$ cat src/hdl/rss_pkg.sv
package rss_pkg;

  // Defaults for the top-level parameters
  localparam int CAPACITY_DEF = 1024;
  localparam int KEY_BITS_DEF = 17;

  // Fixed field widths of the command and result words
  localparam int POS_W    = 10;
  localparam int RANK_W   = 10;
  localparam int STATUS_W = 3;
  localparam int COUNT_W  = 11;

  // Operation codes on the cmd port
  localparam logic CMD_INSERT = 1'b0;
  localparam logic CMD_REMOVE = 1'b1;

  // Result status codes
  typedef enum logic [STATUS_W-1:0] {
    ST_INSERTED = 3'd0,
    ST_REMOVED  = 3'd1,
    ST_FULL     = 3'd2,
    ST_BADPOS   = 3'd3,
    ST_DUP      = 3'd4
  } status_t;

  // Controller states
  typedef enum logic [3:0] {
    S_IDLE,
    S_DISPATCH,
    S_SEARCH,
    S_SEARCH_CMP,
    S_DUP_CHK,
    S_UP_RD,
    S_UP_WR,
    S_RM_RD,
    S_RM_WR
  } state_t;

  // Commands from controller to datapath
  typedef struct packed {
    logic    load;         // latch the input word, open the search window
    logic    search_rd;    // read the midpoint of the window
    logic    search_upd;   // narrow the window from the read key
    logic    dup_rd;       // read the entry at the insert point
    logic    ptr_init_up;  // pointer to the top of the stored keys
    logic    ptr_init_rm;  // pointer to the removed position
    logic    up_rd;        // read entry below the pointer
    logic    up_wr;        // move it up one place, step pointer down
    logic    ins_wr;       // write new key at the insert point
    logic    rm_rd;        // read entry above the pointer
    logic    rm_wr;        // move it down one place, step pointer up
    logic    rm_dec;       // drop one from the count
    logic    finish;       // register the result word
    status_t status;       // status of the result word
  } ctl_t;

  // Status from datapath to controller
  typedef struct packed {
    logic is_remove;
    logic lo_lt_hi;
    logic lo_lt_count;
    logic dup_match;
    logic full;
    logic pos_bad;
    logic ptr_gt_lo;
    logic ptr1_lt_count;
  } stat_t;

endpackage

$ cat src/hdl/rss_ctrl.sv
module rss_ctrl (
  input  logic          clk,
  input  logic          rst,
  input  logic          start,
  output logic          busy,
  input  rss_pkg::stat_t stat,
  output rss_pkg::ctl_t  ctl
);
  import rss_pkg::*;

  state_t state, state_next;

  // State register
  always_ff @(posedge clk) begin
    if (rst) begin
      state <= S_IDLE;
    end else begin
      state <= state_next;
    end
  end

  assign busy = (state != S_IDLE);

  // Next state and datapath commands
  always_comb begin
    state_next = state;
    ctl        = '0;
    ctl.status = ST_INSERTED;
    case (state)
      S_IDLE: begin
        if (start) begin
          ctl.load   = 1'b1;
          state_next = S_DISPATCH;
        end
      end
      S_DISPATCH: begin
        if (stat.is_remove) begin
          if (stat.pos_bad) begin
            ctl.finish = 1'b1;
            ctl.status = ST_BADPOS;
            state_next = S_IDLE;
          end else begin
            ctl.ptr_init_rm = 1'b1;
            state_next      = S_RM_RD;
          end
        end else begin
          state_next = S_SEARCH;
        end
      end
      // Binary search for the first entry not greater than the key
      S_SEARCH: begin
        if (stat.lo_lt_hi) begin
          ctl.search_rd = 1'b1;
          state_next    = S_SEARCH_CMP;
        end else if (stat.lo_lt_count) begin
          ctl.dup_rd = 1'b1;
          state_next = S_DUP_CHK;
        end else if (stat.full) begin
          ctl.finish = 1'b1;
          ctl.status = ST_FULL;
          state_next = S_IDLE;
        end else begin
          ctl.ptr_init_up = 1'b1;
          state_next      = S_UP_RD;
        end
      end
      S_SEARCH_CMP: begin
        ctl.search_upd = 1'b1;
        state_next     = S_SEARCH;
      end
      S_DUP_CHK: begin
        if (stat.dup_match) begin
          ctl.finish = 1'b1;
          ctl.status = ST_DUP;
          state_next = S_IDLE;
        end else if (stat.full) begin
          ctl.finish = 1'b1;
          ctl.status = ST_FULL;
          state_next = S_IDLE;
        end else begin
          ctl.ptr_init_up = 1'b1;
          state_next      = S_UP_RD;
        end
      end
      // Open a slot: move entries up from the top down to the insert point
      S_UP_RD: begin
        if (stat.ptr_gt_lo) begin
          ctl.up_rd  = 1'b1;
          state_next = S_UP_WR;
        end else begin
          ctl.ins_wr = 1'b1;
          ctl.finish = 1'b1;
          ctl.status = ST_INSERTED;
          state_next = S_IDLE;
        end
      end
      S_UP_WR: begin
        ctl.up_wr  = 1'b1;
        state_next = S_UP_RD;
      end
      // Close the gap: move entries down from the removed position
      S_RM_RD: begin
        if (stat.ptr1_lt_count) begin
          ctl.rm_rd  = 1'b1;
          state_next = S_RM_WR;
        end else begin
          ctl.rm_dec = 1'b1;
          ctl.finish = 1'b1;
          ctl.status = ST_REMOVED;
          state_next = S_IDLE;
        end
      end
      S_RM_WR: begin
        ctl.rm_wr  = 1'b1;
        state_next = S_RM_RD;
      end
      default: begin
        state_next = S_IDLE;
      end
    endcase
  end

endmodule

$ cat config.mk
export PLATFORM = sky130hd
export DESIGN_NAME = rss_ctrl
export DESIGN_NICKNAME = d
export VERILOG_FILES = /design/src/hdl/rss_pkg.sv /design/src/hdl/rss_ctrl.sv
export SDC_FILE = /design/constraint.sdc
export NUM_CORES = 1
export LEC_CHECK = 0
export ABC_AREA = 1
export BUFFER_PORTS_ARGS = -buffer_cell sky130_fd_sc_hd__buf_4
export CORE_AREA = 10 10 47 49
export DETAILED_ROUTE_END_ITERATION = 8
export DIE_AREA = 0 0 57 59
export PLACE_DENSITY = 0.74
export SKIP_CTS_REPAIR_TIMING = 1
export SYNTH_ARGS = -nofsm -noshare
export SYNTH_HDL_FRONTEND = slang
export SYNTH_SLANG_ARGS = --single-unit
$ cat constraint.sdc
create_clock -name clk -period 2.7 [get_ports clk]
set_input_delay 0.27 -clock clk [delete_from_list [all_inputs] [get_ports clk]]
set_output_delay 0.27 -clock clk [all_outputs]
set_load 0.02 [all_outputs]
### Yosys cells after proc, flatten, opt, wreduce, memory -nomap -nowiden

Cells that the tools add are included.

* output and inout port bits: 17
* bits in registers: 4
* word-level logic and storage cells: 55

* equal/unequal tests: 9
* muxes and demuxes: 43
* reduce and logical (&&, ||, !) cells: 2

Operators by type and width (count)
* two-way mux 4 bit: 12
* case mux 4 bit (9 select lines): 1
* two-way mux 1 bit: 22
* case mux 4 bit (5 select lines): 1
* equality test 4 x 3 -> 1 bit, second input constant: 4
* two-way mux 3 bit: 4
* equality test 4 x 2 -> 1 bit, second input constant: 2
* two-way mux 5 bit: 1
* equality test 4 x 1 -> 1 bit, second input constant: 1
* equality test 4 bit, second input constant: 1
* zero test 4 bit: 1
* nonzero test 4 bit: 1
* two-way mux 2 bit: 1
* != test 2 bit, second input constant: 1
* case mux 1 bit (2 select lines): 1

### Longest topological paths before layout

* depth after elaboration: 4
* mapped depth: 7

### Worst setup path before layout

OpenSTA, ideal clock, no wires.

* path kind: register -> output
* start: register state[3]
* end: output port ctl[12] (netlist bit)
* data required time: 2430 ps
* data arrival time: 1163 ps
* path buffers: 0
* stages on the path, launching flop included: 4
* path slack: 1267 ps
* cell sequence: dfxtp_1 nor2_2 nand3_1 nor3_1

RTL lines
* start, declared: line rss_ctrl.sv:11 `state_t state, state_next;`
* start signal, assigned: line rss_ctrl.sv:18 `state <= state_next;`
* end, declared: line rss_ctrl.sv:7 `output rss_pkg::ctl_t ctl`

==> results_dict.tcl <==
set metrics [dict create \
    hold_viol 0 \
    hold_depth 2 \
    required_ns 2.43 \
    cp-start-kind "register" \
    rows 14 \
    die_h_um 59 \
    critPathMaxFanout 6 \
    cpLargestDelayFamily "simple AND/OR/NAND/NOR gates" \
    synth.most_common_cell "inv_1" \
    synthFlopType "dfxtp_1" \
    ys.warnings.count 0 \
    diodes 0 \
    fin_nets 131 \
    drt-pass1-iter-count 4 \
    worst_clock_skew_ns 0.0005712 \
    rsz0062_at_grt "no" \
    synthCells 88 \
    final_area_um2 704.4 \
    routed_wl_um 1437 \
    cp_slowest_cell "dfxtp_1" \
    via_per_inst 4.672 \
    cp.arrival_ns 1.39 \
    grt_max_degree 8 \
    period_minus_slack_ns 1.664 \
    antenna_found_initial 0 \
    grt_pass1_vias 606 \
    overflow 0 \
    crit_type "reg2out" \
    regMostFlops "state" \
    synth_top_area_cell "dfxtp_1" \
    end_kind "output port" \
    async_reset_ff_frac 0 \
    synth_common_cells "inv_1 (18), nand2_1 (17), nor2_1 (15)" \
    io_buffers 27 \
    ir_worst_vdd_mv 0.3223 \
    clock.fmax_mhz 600.8 \
    largest_reg_flops 4 \
    wl_per_cell_um 10.72 \
    io_pins 28 \
    cpPeakStageDelay_ns 0.35 \
    ys_seq_area_frac 0.1744 \
    drtIter0Drc 17 \
    cellLeakagePower_nw 0.4680 \
    drc 0 \
    routabilityCongestion 0.9255 \
    vias 626 \
    path_cells "nor2_2 > nand3_1 > nor2_1 > nor2_1 > nand3b_1 > buf_4" \
    drive_gt1_frac 0.3475 \
    initial_core_util 0.3277 \
    synth_top_cell_area_share 0.1744 \
    track_usage 0.08481 \
    detail-route-antenna-nets 0 \
    grt_pass1_wl_um 2394 \
    syn_to_final_growth_pct 53.41 \
    ys_seq_elements 4 \
    clock_latency_ns 0.23 \
    die_area_um2 3363 \
    ff2ff_path_depth 6 \
    clockBufferDepth 2 \
    crit_cells 6 \
    setup_violations 0 \
    finalPower_uw 336.0 \
    cts_tree "built" \
    slew-limit-headroom 0.8323 \
    postSynthNetCount 99 \
    fin_crit_sh 0.6165 \
    maxCapViolCount 0 \
    hold_path_class "in2reg" \
    synth_area_per_cell_um2 5.218 \
    top_regs "state: 4 flops" \
    nFillCells 157 \
    outcome "finished, final reports clean" \
    h-tree-depth 1 \
    path_buf_inv 1 \
    clock-sinks 4 \
    synth_enable_flop_cells 0 \
    die_w_um 57 \
    core-area_um2 1401 \
    synth.top_cells.by_area "dfxtp_1 (17%), inv_1 (15%), nand2_1 (14%)" \
    worst_pin_slew_ns 0.2512 \
    cts_root_buf "clkbuf_4" \
    netlist_area_um2 459.2 \
    drv_slew 0 \
    placed_area_um2 681.9 \
    synth.distinct_cells 17 \
    crit_top_cell "nor2_1" \
    p_per_area_nw_per_um2 476.9 \
    clk_pin_slew_worst_paths_ns 0.04 \
    numCtsBuffers 3 \
    fin_setup_tns_ns 0 \
    dp_hpwl_um 1247 \
]
## area by class of cell
class,count,area (um2),share of cell area
Timing Repair Buffer,27,202.7,0.2877
Multi-Input combinational cell,63,300.3,0.4263
Sequential cell,4,80.08,0.1137
Tap cell,16,20.02,0.02842
Inverter,21,78.83,0.1119
Clock buffer,3,22.52,0.03197
## per-stage QoR
step / util / hold slack (ns) / setup WS (ns) / cells
2_1_floorplan: - / 0.3424 / 1.267 / 88
3_3_place_gp: 0.4866 / 0.4613 / 1.301 / 131
3_5_place_dp: 0.4866 / 0.4599 / 1.274 / 131
4_1_cts: 0.5027 / 0.2125 / 1.024 / 134
5_1_grt: 0.5027 / 0.2093 / 0.8906 / 134
6_report: 0.5027 / 0.2188 / 1.036 / 134
## final timing paths
kind,startpoint,end,slack (ns)
hold / removal,rst,state[3],0.22
setup / recovery,state[3],ctl[3],1.04
hold reg to reg,state[2],state[3],0.66
setup reg to reg,state[0],state[2],1.61
## placed cells by master (no fill, tap or decap)
| cell type | instances |
|---|---|
| o21ai_1 | 2 |
| nand4_1 | 1 |
| nor3_1 | 1 |
| dfxtp_1 | 4 |
| buf_4 | 27 |
| nor2_1 | 15 |
| nand3_2 | 1 |
| nand2_1 | 17 |
| nand2_2 | 1 |
| or2_1 | 1 |
| o221ai_1 | 1 |
| clkbuf_4 | 3 |
| inv_2 | 3 |
| inv_1 | 18 |
| nand3_1 | 12 |
| o21ai_0 | 1 |
| a21oi_1 | 2 |
| nand3b_1 | 2 |
| nor2_2 | 6 |
## routing by layer
metal,wire length (um),GRT usage
met5,0,0
met4,38,0.06040
met3,106,0.03219
met2,715,0.1395
met1,576,0.08701
## kinds of logic (layout without fill, tap and decap cells)
group,count (synthesis),in the layout,synth area share
DFF,4,4,0.1744
and+or+nand+nor,57,57,0.5804
AOI/OAI and AO/OA,6,6,0.07356
buffers and inverters,21,51,0.1716
## worst register-to-register path, delay by kind of cell, from the launching register on
kind | cells | cell delay, ns
DFF | 1 | 0.40
and+or+nand+nor | 5 | 0.54
buffers and inverters | 1 | 0.08
## power by group
part           leakage, nW  internal [mW]  switching, mW
sequential          0.0327         0.0682         0.0133
clock               0.0138         0.0496         0.0234
combinational        0.422         0.0711          0.110
(Power assumes the default switching activity.)
